$ cat config.mk
export PLATFORM = sky130hd
export DESIGN_NAME = glyph_row_rasterizer
export DESIGN_NICKNAME = d
export VERILOG_FILES = /design/src/rtl/grr_pkg.sv /design/src/rtl/glyph_row_rasterizer.sv
export SDC_FILE = /design/constraint.sdc
export NUM_CORES = 1
export LEC_CHECK = 0
export ABC_AREA = 1
export BUFFER_PORTS_ARGS = -buffer_cell sky130_fd_sc_hd__buf_4
export CORE_MARGIN = 1
export CORE_UTILIZATION = 30
export DETAILED_ROUTE_END_ITERATION = 8
export PLACE_DENSITY_LB_ADDON = 0.1
export SETUP_SLACK_MARGIN = 0.02
export SLEW_MARGIN = 10
export SYNTH_ARGS = -nofsm -noshare
export SYNTH_HDL_FRONTEND = slang
export SYNTH_SLANG_ARGS = --single-unit
export TNS_END_PERCENT = 5
$ cat constraint.sdc
create_clock -name clk -period 3.4 [get_ports clk]
set_clock_uncertainty 0.15 [all_clocks]
set_input_delay 0.51 -clock clk [delete_from_list [all_inputs] [get_ports clk]]
set_output_delay 0.51 -clock clk [all_outputs]
set_load 0.1 [all_outputs]
$ cat src/rtl/grr_pkg.sv
package grr_pkg;

  localparam int PIX_W           = 32;
  localparam int COL_W           = 4;
  localparam int CNT_W           = 5;
  localparam int SHIFT_W         = 16;
  localparam int CELL_ROWS       = 16;
  localparam int MAX_GLYPH_WIDTH = 16;
  localparam int NARROW_LIMIT    = 8;
  localparam int CURSOR_ROW      = 14;

  typedef logic [PIX_W-1:0] pix_t;
  typedef logic [CNT_W-1:0] cnt_t;

  localparam logic [1:0] HL_NONE   = 2'd0;
  localparam logic [1:0] HL_CURSOR = 2'd1;
  localparam logic [1:0] HL_CELL   = 2'd2;

  localparam cnt_t NARROW_LIMIT_C = cnt_t'(NARROW_LIMIT);
  localparam cnt_t MAX_WIDTH_C    = cnt_t'(MAX_GLYPH_WIDTH);
  localparam logic [3:0] CURSOR_ROW_C = 4'(CURSOR_ROW);

endpackage

$ cat src/rtl/glyph_row_rasterizer.sv
// Glyph row rasterizer: takes one row item (32-bit glyph word, row number,
// glyph width, clip width, colour, highlight mode) and streams min(width,
// clip, 16) pixels out, column 0 first, the final one flagged with out_last.
// The selected row is loaded into a 16-bit shift register and one pixel
// leaves it per cycle while out_ready stays high or the output register is
// empty; the input stays closed until every pixel of the row has left
// the shift register; a row with no pixels does not close it. The next
// row item is taken in the cycle after the last pixel has moved into the
// output register, while that pixel may still be waiting for out_ready.
module glyph_row_rasterizer (
  input  logic                         clk,
  input  logic                         rst_n,
  input  logic                         in_valid,
  output logic                         in_ready,
  input  logic [31:0]                  in_row_bits,
  input  logic [3:0]                   in_row,
  input  logic [4:0]                   in_glyph_width,
  input  logic [4:0]                   in_width_left,
  input  logic [31:0]                  in_color,
  input  logic [1:0]                   in_highlight,
  output logic                         out_valid,
  input  logic                         out_ready,
  output logic [grr_pkg::PIX_W-1:0]    out_pixel_value,
  output logic [grr_pkg::COL_W-1:0]    out_column,
  output logic                         out_last
);
  import grr_pkg::*;

  logic [SHIFT_W-1:0] row_shift_r, row_shift_nxt;
  cnt_t               pixels_left_r, pixels_left_nxt;
  logic [COL_W-1:0]   col_r, col_nxt;
  pix_t               fore_value_r, fore_value_nxt;
  pix_t               back_value_r, back_value_nxt;
  logic               out_valid_r, out_valid_nxt;
  pix_t               out_pixel_value_r, out_pixel_value_nxt;
  logic [COL_W-1:0]   out_column_r, out_column_nxt;
  logic               out_last_r, out_last_nxt;

  logic               busy;
  logic               in_acc;
  logic               out_load;
  logic               wide;
  logic               inv;
  cnt_t               n_min;
  cnt_t               n_pix;
  logic [SHIFT_W-1:0] sel_row;

  assign busy     = (pixels_left_r != '0);
  assign in_ready = !busy;
  assign in_acc   = in_valid && in_ready;
  assign out_load = busy && (!out_valid_r || out_ready);

  always_comb begin
    wide  = (in_glyph_width > NARROW_LIMIT_C);
    n_min = (in_glyph_width < in_width_left) ? in_glyph_width : in_width_left;
    n_pix = (n_min > MAX_WIDTH_C) ? MAX_WIDTH_C : n_min;
    case (in_highlight)
      HL_CURSOR: inv = (in_row >= CURSOR_ROW_C);
      HL_CELL:   inv = 1'b1;
      default:   inv = 1'b0;
    endcase
    if (wide) begin
      sel_row = in_row[0] ? in_row_bits[15:0] : in_row_bits[31:16];
    end else begin
      case (in_row[1:0])
        2'd0:    sel_row = {in_row_bits[31:24], 8'h00};
        2'd1:    sel_row = {in_row_bits[23:16], 8'h00};
        2'd2:    sel_row = {in_row_bits[15:8], 8'h00};
        default: sel_row = {in_row_bits[7:0], 8'h00};
      endcase
    end
  end

  always_comb begin
    row_shift_nxt       = row_shift_r;
    pixels_left_nxt     = pixels_left_r;
    col_nxt             = col_r;
    fore_value_nxt      = fore_value_r;
    back_value_nxt      = back_value_r;
    out_pixel_value_nxt = out_pixel_value_r;
    out_column_nxt      = out_column_r;
    out_last_nxt        = out_last_r;
    out_valid_nxt       = out_valid_r && !out_ready;
    if (out_load) begin
      out_valid_nxt       = 1'b1;
      out_pixel_value_nxt = row_shift_r[SHIFT_W-1] ? fore_value_r : back_value_r;
      out_column_nxt      = col_r;
      out_last_nxt        = (pixels_left_r == cnt_t'(1));
      row_shift_nxt       = {row_shift_r[SHIFT_W-2:0], 1'b0};
      col_nxt             = col_r + COL_W'(1);
      pixels_left_nxt     = pixels_left_r - cnt_t'(1);
    end
    if (in_acc && (n_pix != '0)) begin
      row_shift_nxt   = sel_row;
      pixels_left_nxt = n_pix;
      col_nxt         = '0;
      fore_value_nxt  = inv ? '0 : in_color;
      back_value_nxt  = inv ? in_color : '0;
    end
  end

  always_ff @(posedge clk) begin
    if (!rst_n) begin
      pixels_left_r <= '0;
      out_valid_r   <= 1'b0;
      row_shift_r   <= '0;
      col_r         <= '0;
      fore_value_r  <= '0;
      back_value_r  <= '0;
    end else begin
      pixels_left_r <= pixels_left_nxt;
      out_valid_r   <= out_valid_nxt;
      row_shift_r   <= row_shift_nxt;
      col_r         <= col_nxt;
      fore_value_r  <= fore_value_nxt;
      back_value_r  <= back_value_nxt;
    end
  end

  always_ff @(posedge clk) begin
    out_pixel_value_r <= out_pixel_value_nxt;
    out_column_r      <= out_column_nxt;
    out_last_r        <= out_last_nxt;
  end

  assign out_valid       = out_valid_r;
  assign out_pixel_value = out_pixel_value_r;
  assign out_column      = out_column_r;
  assign out_last        = out_last_r;

endmodule

==> results.sh, run 1 <==
export IMPL_outcome="finished clean"
export IMPL_dr_first_iter_drc_count=367
export IMPL_syn_nets=838
export IMPL_synthFlopType="dfxtp_1"
export IMPL_clk_latency_ps=410
export IMPL_cp_end_kind="flip-flop"
export IMPL_clkTransAtPathRegs_ps=50
export IMPL_yosysTopAreaCell="dfxtp_1"
export IMPL_drcViolationCount=0
export IMPL_wl_um=16600
export IMPL_numCtsBuffers=17
export IMPL_dpl_cell_area_sq_um=7250
export IMPL_finalCriticalPeriod_ps=2500
export IMPL_dp_cells=1095
export IMPL_fin_tns_setup_ps=0
export IMPL_power_density_nw_per_um2=922
export IMPL_final_util_pct=38.8
export IMPL_seq_area_frac_synth_pct=47.3
export IMPL_portBuffers=122
export IMPL_crit_path_max_fanout=44
export IMPL_row_count=52
export IMPL_first_global_vias=5592
export IMPL_nNetsFinal=937
export IMPL_pwr_share_clk_pct=24.5
export IMPL_postCtsSetupRepairBufs=0
export IMPL_ys_async_sr_fraction_pct=0
export IMPL_grt_util_all_layers_pct=16.4
export IMPL_power_leakage_nw=3.12
export IMPL_syn_cell_area_sq_um=6160
export IMPL_cts_tree="built"
export IMPL_hold_viol_final=0
export IMPL_fin_crit_sh_pct=73.5
export IMPL_fp_coreArea_sq_um=20200
export IMPL_root_buffer="clkbuf_16"
export IMPL_hpwl_um=10800
export IMPL_synth_edf_count=37
export IMPL_yosysWarnings=0
export IMPL_hold_path_class="input pin to flip-flop"
export IMPL_synth_area_leaders="dfxtp_1 (29%), edfxtp_1 (18%), nand2_1 (9.8%)"
export IMPL_htreeDepth=4
export IMPL_p_seq_share_pct=30.6
export IMPL_wl_per_cell_um=14.7
export IMPL_yosysMostFrequentCell="nand2_1"
export IMPL_maxCapViolations=0
export IMPL_initial_utilization_pct=30.5
export IMPL_fin_cells=1127
export IMPL_die_area_sq_um=21100
export IMPL_p_sw_share_pct=46.8
export IMPL_clock_sinks=127
export IMPL_io_pins=123
export IMPL_die_x_um=145
export IMPL_synth_cells_most_frequent="nand2_1 (161), dfxtp_1 (90), inv_1 (79)"
export IMPL_startpoint_type="input pin"
export IMPL_antennaDiodeCount=0
export IMPL_grt_max_degree=66
export IMPL_p_int_mw=3.84
export IMPL_yosys_area_top_type_share_pct=29.3
export IMPL_clockBufferDepth=2
export IMPL_cts_resized=0
export IMPL_grt_overflow=0
export IMPL_combPwrFrac_pct=44.9
export IMPL_hold_buffers=0
export IMPL_cp_data_arrival_time_ps=2610
export IMPL_worst_pin_slew_ps=1100
export IMPL_ys_ff_latch=127
export IMPL_slew_violations=0
export IMPL_p_sw_mw=3.38
export IMPL_viasPerCell=4.88
export IMPL_worstSetupPathType="input pin to flip-flop"
export IMPL_setup_violations_final=0
export IMPL_vias=5496
export IMPL_finalInstanceArea_sq_um=7830
export IMPL_place_congestion=0.785
export IMPL_netlist_instances=745
export IMPL_rsz0062_at_grt="false"
export IMPL_first_pass_iters=5
export IMPL_fillCellCount=2075
export IMPL_area_delta_synth_final_pct=27.1
export IMPL_synth_avg_cell_area_sq_um=8.27
export IMPL_ant_nets=0
export IMPL_slew_headroom_pct=26.4
export IMPL_antenna_found_initial=0
export IMPL_drive_gt1_share_pct=25.2
export IMPL_peakVddDrop_mv=0.577
export IMPL_critPathRequiredTime_ps=3510
export IMPL_grt_pass1_wl_um=27600
export IMPL_fmax_ghz=0.400
export IMPL_fp_dieH_um=145
export IMPL_synth_cell_types=36
==> metrics by stage <==
stage          hold slack, ps  setup slack [ps]  power [mW]
6_report                  244               901        7.21
5_1_grt                   226               681        7.56
2_1_floorplan             279               346        4.78
3_5_place_dp              295               475        5.49
3_3_place_gp              290               554        5.46
4_1_cts                   227               912        7.29
==> path summary, 6_finish.rpt <==
path / to / slack [ps] / depth (start not counted) / startpoint
max: pixels_left_r[2] / 900 / 12 / in_glyph_width[4]
min: fore_value_r[11] / 240 / 3 / in_color[11]
max reg2reg: back_value_r[15] / 1110 / 9 / pixels_left_r[1]
min reg2reg: fore_value_r[3] / 310 / 2 / fore_value_r[3]
==> placed cells by master, fill, tap and decap left out, types with 5 or more instances in the layout <==
| master | n |
|---|---|
| nand2_2 | 5 |
| buf_4 | 135 |
| o22ai_2 | 26 |
| o22ai_1 | 7 |
| edfxtp_1 | 37 |
| nand2_1 | 161 |
| nor2_1 | 21 |
| dfxtp_1 | 89 |
| inv_1 | 78 |
| nand4_1 | 61 |
| nand3_1 | 44 |
| clkbuf_16 | 17 |
| o21ai_0 | 56 |
| ha_1 | 9 |
| a21oi_1 | 59 |
==> power groups by stage <==
stage	Combinational (mW)	Sequential [mW]	Clock, mW
floorplan	1.06	3.72	0
global placement	3.24	2.23	0
detailed placement	3.26	2.23	0
CTS	3.27	2.21	1.81
global route	3.42	2.26	1.88
finish	3.24	2.21	1.77
==> critical path: stages <==
cell     delay [ps]
buf_4           120
ha_1            340
a21oi_4         250
nand3_4         130
nand2_1          70
nand2_1          70
nor2_2          170
nand3_4         260
nand2_8         350
nand2_1         150
nand3_1         100
a21oi_1          60
==> metal layers <==
metal | wire (um) | GRT usage, % | share of wire (%) | up-vias
met5 | 0 | 0 | 0 | -
met4 | 197 | 5.11 | 1.2 | 0
met3 | 729 | 4.37 | 4.4 | 16
met2 | 8200 | 27.9 | 50 | 119
met1 | 7430 | 20.0 | 45 | 2619
li1 | - | - | - | 2742
==> sequential cells by signal, indices dropped and copies added (netlist names) <==
signal,flops
out_last,1
fore_value_r,32
out_pixel_value,32
col_r,4
back_value_r,32
out_valid,1
pixels_left_r,5
row_shift_r,16
out_column,4
==> cell type report <==
type	count	area (sq um)	area share [%]
Tap cell	270	338	4.32
Clock inverter	7	83.8	1.07
Clock buffer	25	495	6.33
Sequential cell	127	2910	37.2
Inverter	82	310	3.96
Timing Repair Buffer	135	1010	12.9
Multi-Input combinational cell	481	2670	34.1
==> cells by family (layout without fill, tap and decap cells) <==
| kind of cell | count (synthesis) | after routing | share of synthesized area (%) |
|---|---|---|---|
| XOR/XNOR | 5 | 5 | 0.711 |
| flip-flops | 127 | 127 | 47.3 |
| AO/OA/AOI/OAI | 162 | 162 | 17.1 |
| buffers and inverters | 137 | 249 | 9.65 |
| AND/OR/NAND/NOR | 305 | 305 | 23.4 |
| adder cells (fa/ha/maj) | 9 | 9 | 1.83 |
No activity file was read; power rests on OpenSTA's default activity.
==> run 2, diff against run 1 <==
==> constraint.sdc (replaced) <==
create_clock -name clk -period 2.4 [get_ports clk]
set_clock_uncertainty 0.15 [all_clocks]
set_input_delay 0.36 -clock clk [delete_from_list [all_inputs] [get_ports clk]]
set_output_delay 0.36 -clock clk [all_outputs]
set_load 0.1 [all_outputs]
==> run 2 against run 1 <==
Compared with the run above:
- core utilization rose by 1.2 points
- critical path depth fell by 7
- combinational power rose by 50%
- via count rose by 1.7%
- hold slack got worse by 150 ps
- die area did not move
- clock power rose by 35%
- critical path type is now flip-flop to primary output
- critical endpoint is now in_ready
==> results.sh, run 2 (synthesis gave the netlist of run 1 again) <==
export IMPL_fmax_ghz=0.465
export IMPL_clk_latency_ps=410
export IMPL_outcome="finished clean"
export IMPL_fillCellCount=2052
export IMPL_rr_endpoint="row_shift_r[8]"
export IMPL_layout_commonest_cell="nand2_1"
export IMPL_first_global_vias=5443
export IMPL_finalInstanceArea_sq_um=8070
export IMPL_power_density_nw_per_um2=1280
export IMPL_slew_violations=0
export IMPL_die_x_um=145
export IMPL_io_pins=123
export IMPL_drive_gt1_share_pct=26.7
export IMPL_startpoint_type="flip-flop"
export IMPL_min_delay_start="in_color[1]"
export IMPL_rsz0062_at_grt="false"
export IMPL_die_area_sq_um=21100
export IMPL_hpwl_um=11300
export IMPL_slew_headroom_pct=62.0
export IMPL_peakVddDrop_mv=0.639
export IMPL_antennaDiodeCount=0
export IMPL_clkTransAtPathRegs_ps=50
export IMPL_maxCapViolations=0
export IMPL_grt_max_degree=52
export IMPL_grt_overflow=0
export IMPL_critPathRequiredTime_ps=1890
export IMPL_whs_ps=88.7
export IMPL_reg2reg_depth=12
export IMPL_area_delta_synth_final_pct=31.0
export IMPL_nNetsFinal=955
export IMPL_place_congestion=0.809
export IMPL_worstSetupPathType="flip-flop to primary output"
export IMPL_worst_pin_slew_ps=569
export IMPL_hold_buffers=0
export IMPL_p_total_mw=10.3
export IMPL_first_pass_iters=5
export IMPL_worstHoldEndpoint="fore_value_r[1]"
export IMPL_htreeDepth=4
export IMPL_grt_pass1_wl_um=27400
export IMPL_reg2reg_slack_ps=270
export IMPL_viasPerCell=4.88
export IMPL_power_leakage_nw=3.24
export IMPL_cp_data_arrival_time_ps=1640
export IMPL_wl_per_cell_um=14.6
export IMPL_numCtsBuffers=17
export IMPL_root_buffer="clkbuf_16"
export IMPL_row_count=52
export IMPL_cts_resized=0
export IMPL_clock_sinks=127
export IMPL_fp_dieH_um=145
export IMPL_dr_first_iter_drc_count=302
export IMPL_drcViolationCount=0
export IMPL_antenna_found_initial=0
export IMPL_hold_path_class="input pin to flip-flop"
export IMPL_clockBufferDepth=2
export IMPL_fin_tns_setup_ps=0
export IMPL_wl_um=16700
export IMPL_worstHoldPathCells=3
export IMPL_portBuffers=122
export IMPL_cp_end_kind="primary output"
export IMPL_crit_path_max_fanout=5
export IMPL_reg2reg_from="pixels_left_r[0]"
export IMPL_postCtsSetupRepairBufs=0
export IMPL_most_common_layout_cells="nand2_1 (161), buf_4 (142), dfxtp_1 (89)"
export IMPL_fin_crit_sh_pct=89.6
export IMPL_initial_utilization_pct=30.5
export IMPL_final_util_pct=40.0
export IMPL_hold_viol_final=0
export IMPL_vias=5591
export IMPL_setup_violations_final=0
export IMPL_ant_nets=0
export IMPL_dpl_cell_area_sq_um=7520
export IMPL_fp_coreArea_sq_um=20200
export IMPL_grt_util_all_layers_pct=16.2
export IMPL_finalCriticalPeriod_ps=2150
export IMPL_cts_tree="built"
run 2: cell type report:
class	instances	area (sq um)	share of cell area (%)
clock buffer	25	485	6.02
multi-input combinational	481	2670	33.1
inverter	82	312	3.86
clock inverter	7	62.6	0.775
timing repair buffer	153	1290	15.9
tap	270	338	4.19
sequential	127	2910	36.1
run 2: routing by layer:
metal,part of all wire [%],track usage [%],up-vias
met5,0,0,-
met4,0.89,3.79,0
met3,4.8,4.34,13
met2,49,28.1,146
met1,45,20.0,2653
li1,-,-,2779
run 2: worst max path at each step:
stage | slack (ps) | endpoint | start | depth (start not counted)
floorplan | 6 | back_value_r[13] | pixels_left_r[0] | 10
global route | 30 | row_shift_r[9] | pixels_left_r[0] | 12
global placement | -30 | back_value_r[13] | in_glyph_width[4] | 11
detailed placement | -130 | back_value_r[5] | in_width_left[4] | 15
CTS | 230 | in_ready | pixels_left_r[0] | 5
finish | 250 | in_ready | pixels_left_r[0] | 5
run 2: worst max-delay path, cell delays in order (launching register included):
cell	delay [ps]
dfxtp_1	350
inv_1	70
ha_1	180
nand2_1	110
nor2_4	200
buf_4	320
run 2: report_power, final:
group,internal [mW],leakage (nW),switching (mW)
registers,2.84,1.12,0.254
logic,1.16,1.85,3.70
clock network,1.50,0.271,0.892
run 2: per-stage QoR:
| step | cells | setup slack [ps] |
|---|---|---|
| after global routing | 1145 | 26.4 |
| final | 1145 | 250 |
| after global placement | 1113 | -32.6 |
| after CTS | 1145 | 227 |
| after detailed placement | 1113 | -125 |
| after floorplan | 745 | 6.48 |
==> run 3, diff against run 2 <==
--- a/config.mk
+++ b/config.mk
@@ -11,6 +11,7 @@
 export CORE_UTILIZATION = 30
 export DETAILED_ROUTE_END_ITERATION = 8
 export PLACE_DENSITY_LB_ADDON = 0.1
+export REMOVE_ABC_BUFFERS = 1
 export SETUP_SLACK_MARGIN = 0.02
 export SLEW_MARGIN = 10
 export SYNTH_ARGS = -nofsm -noshare
==> run 3 against run 2 <==
Compared with the run above:
- worst setup slack lost 26 ps
- hold slack got worse by 4.9 ps
- largest cell class unchanged
- sequential power shrank 2%
- core utilization shrank 0.32 points
- clock-buffer cell count decreased by 5
- first-iteration DRC count decreased by 3.3%
- critical endpoint is now back_value_r[4]
- sequential cell count unchanged
==> results.sh, run 3 (synthesis gave the netlist of run 1 again) <==
export IMPL_die_area_sq_um=21100
export IMPL_place_ws_ps=-231
export IMPL_peakVddDrop_mv=0.425
export IMPL_setup_violations_final=0
export IMPL_reg2reg_from="pixels_left_r[0]"
export IMPL_crit_family="simple AND/OR/NAND/NOR gates"
export IMPL_worstHoldEndpoint="fore_value_r[12]"
export IMPL_hold_viol_final=0
export IMPL_crit_path_max_fanout=37
export IMPL_fp_dieH_um=145
export IMPL_worst_slack_ps=223
export IMPL_finalInstanceArea_sq_um=8010
export IMPL_clock_sinks=127
export IMPL_die_x_um=145
export IMPL_cp_data_arrival_time_ps=2300
export IMPL_finalCriticalPeriod_ps=2180
export IMPL_hold_buffers=0
export IMPL_reg2reg_depth=13
export IMPL_worstSetupPathType="input pin to flip-flop"
export IMPL_clk_latency_ps=420
export IMPL_worstPathCellList="buf_4 -> inv_1 -> ha_1 -> nand2_2 -> nor2_2 -> nand2_2 -> nand3_4 -> nand2_1 -> nand2_1 -> nor2_4 -> nand3_4 -> a21oi_4 -> inv_4 -> o22ai_1"
export IMPL_fillCellCount=2069
export IMPL_first_global_vias=5385
export IMPL_cts_resized=0
export IMPL_critical_path_max_stage_delay_ps=450
export IMPL_wl_um=16000
export IMPL_drcViolationCount=0
export IMPL_worst_pin_slew_ps=613
export IMPL_slew_headroom_pct=59.1
export IMPL_slew_violations=0
export IMPL_initial_utilization_pct=30.5
export IMPL_wl_per_cell_um=13.9
export IMPL_htreeDepth=4
export IMPL_power_leakage_nw=3.22
export IMPL_area_delta_synth_final_pct=30.0
export IMPL_place_congestion=0.772
export IMPL_viasPerCell=4.82
export IMPL_cp_end_kind="flip-flop"
export IMPL_critPathRequiredTime_ps=2520
export IMPL_most_common_layout_cells="nand2_1 (161), buf_4 (149), dfxtp_1 (89)"
export IMPL_antenna_found_initial=0
export IMPL_rsz0062_at_grt="false"
export IMPL_power_density_nw_per_um2=1260
export IMPL_reg2reg_slack_ps=260
export IMPL_worst_path_buf_inv=3
export IMPL_nNetsFinal=958
export IMPL_antennaDiodeCount=0
export IMPL_vias=5530
export IMPL_grt_overflow=0
export IMPL_outcome="finished clean"
export IMPL_grt_util_all_layers_pct=15.6
export IMPL_io_pins=123
export IMPL_clkTransAtPathRegs_ps=50
export IMPL_row_count=52
export IMPL_fin_crit_sh_pct=90.7
export IMPL_min_delay_start="in_color[12]"
export IMPL_postCtsSetupRepairBufs=0
export IMPL_layout_commonest_cell="nand2_1"
export IMPL_critPathSlowestCell="inv_4"
export IMPL_startpoint_type="input pin"
export IMPL_first_pass_iters=4
export IMPL_fp_coreArea_sq_um=20200
export IMPL_grt_max_degree=65
export IMPL_rr_endpoint="row_shift_r[14]"
export IMPL_drive_gt1_share_pct=26.8
export IMPL_dr_first_iter_drc_count=292
export IMPL_clockBufferDepth=2
export IMPL_ant_nets=0
export IMPL_dpl_cell_area_sq_um=7490
export IMPL_maxCapViolations=0
export IMPL_hpwl_um=10600
export IMPL_numCtsBuffers=17
export IMPL_portBuffers=122
export IMPL_worstHoldPathCells=3
export IMPL_root_buffer="clkbuf_16"
export IMPL_grt_pass1_wl_um=26400
export IMPL_hold_path_class="input pin to flip-flop"
export IMPL_cts_tree="built"
export IMPL_fmax_ghz=0.459
[run 3: changes by cell type in the layout (fill, tap and decap cells not counted), sizes merged]
cell	change
buf	+3
clkbuf	-5
clkinv	+4
clkinvlp	-1
inv	+1
[run 3: through the flow]
stage	cells	TNS, ps	power [mW]	util (%)	hold slack (ps)
3_5_place_dp	1116	-10430	7.94	37.1	293
4_1_cts	1147	0	10.2	39.7	63.9
6_report	1147	0	10.1	39.7	83.8
5_1_grt	1147	0	10.6	39.7	79.3
2_1_floorplan	690	-117580	6.60	-	279
3_3_place_gp	1116	-4710	7.88	37.1	288
[run 3: how the worst max path moves through the flow]
| stage | to | slack (ps) | startpoint | cells past startpoint |
|---|---|---|---|---|
| 6_report | back_value_r[4] | 220 | in_width_left[4] | 14 |
| 5_1_grt | back_value_r[1] | 50 | in_width_left[4] | 14 |
| 4_1_cts | back_value_r[4] | 220 | in_width_left[4] | 14 |
| 3_5_place_dp | back_value_r[5] | -230 | in_width_left[4] | 14 |
| 3_3_place_gp | back_value_r[1] | -130 | in_width_left[4] | 14 |
| 2_1_floorplan | col_r[2] | -1070 | pixels_left_r[0] | 11 |
[run 3: final cells by class]
class | count | area [sq um] | area share [%]
well taps | 270 | 338 | 4.22
multi-input cells | 481 | 2670 | 33.4
repair buffers | 156 | 1260 | 15.7
flip-flops and latches | 127 | 2910 | 36.4
inverters | 82 | 310 | 3.88
clock buffers | 20 | 437 | 5.45
clock inverters | 11 | 76.3 | 0.953
[run 3: worst register-to-register path, cell delays in order (launching register included)]
cell	delay, ps
dfxtp_1	340
inv_1	70
ha_1	180
nand2_1	110
nor2_4	170
inv_2	80
nor2_4	180
buf_12	280
nand2_8	110
buf_12	160
nand3_1	60
nand3_1	60
nand2_1	60
inv_1	30
[run 3: layer usage]
metal | GRT usage (%) | part of all wire [%]
met5 | 0 | 0
met4 | 6.11 | 1.5
met3 | 3.90 | 4.6
met2 | 24.6 | 46
met1 | 20.4 | 48
[run 3: power breakdown]
part	switching, mW	total, mW	internal [mW]	leakage [nW]
sequential	0.210	3.05	2.84	1.12
clock	0.880	2.27	1.39	0.259
combinational	3.69	4.79	1.10	1.85
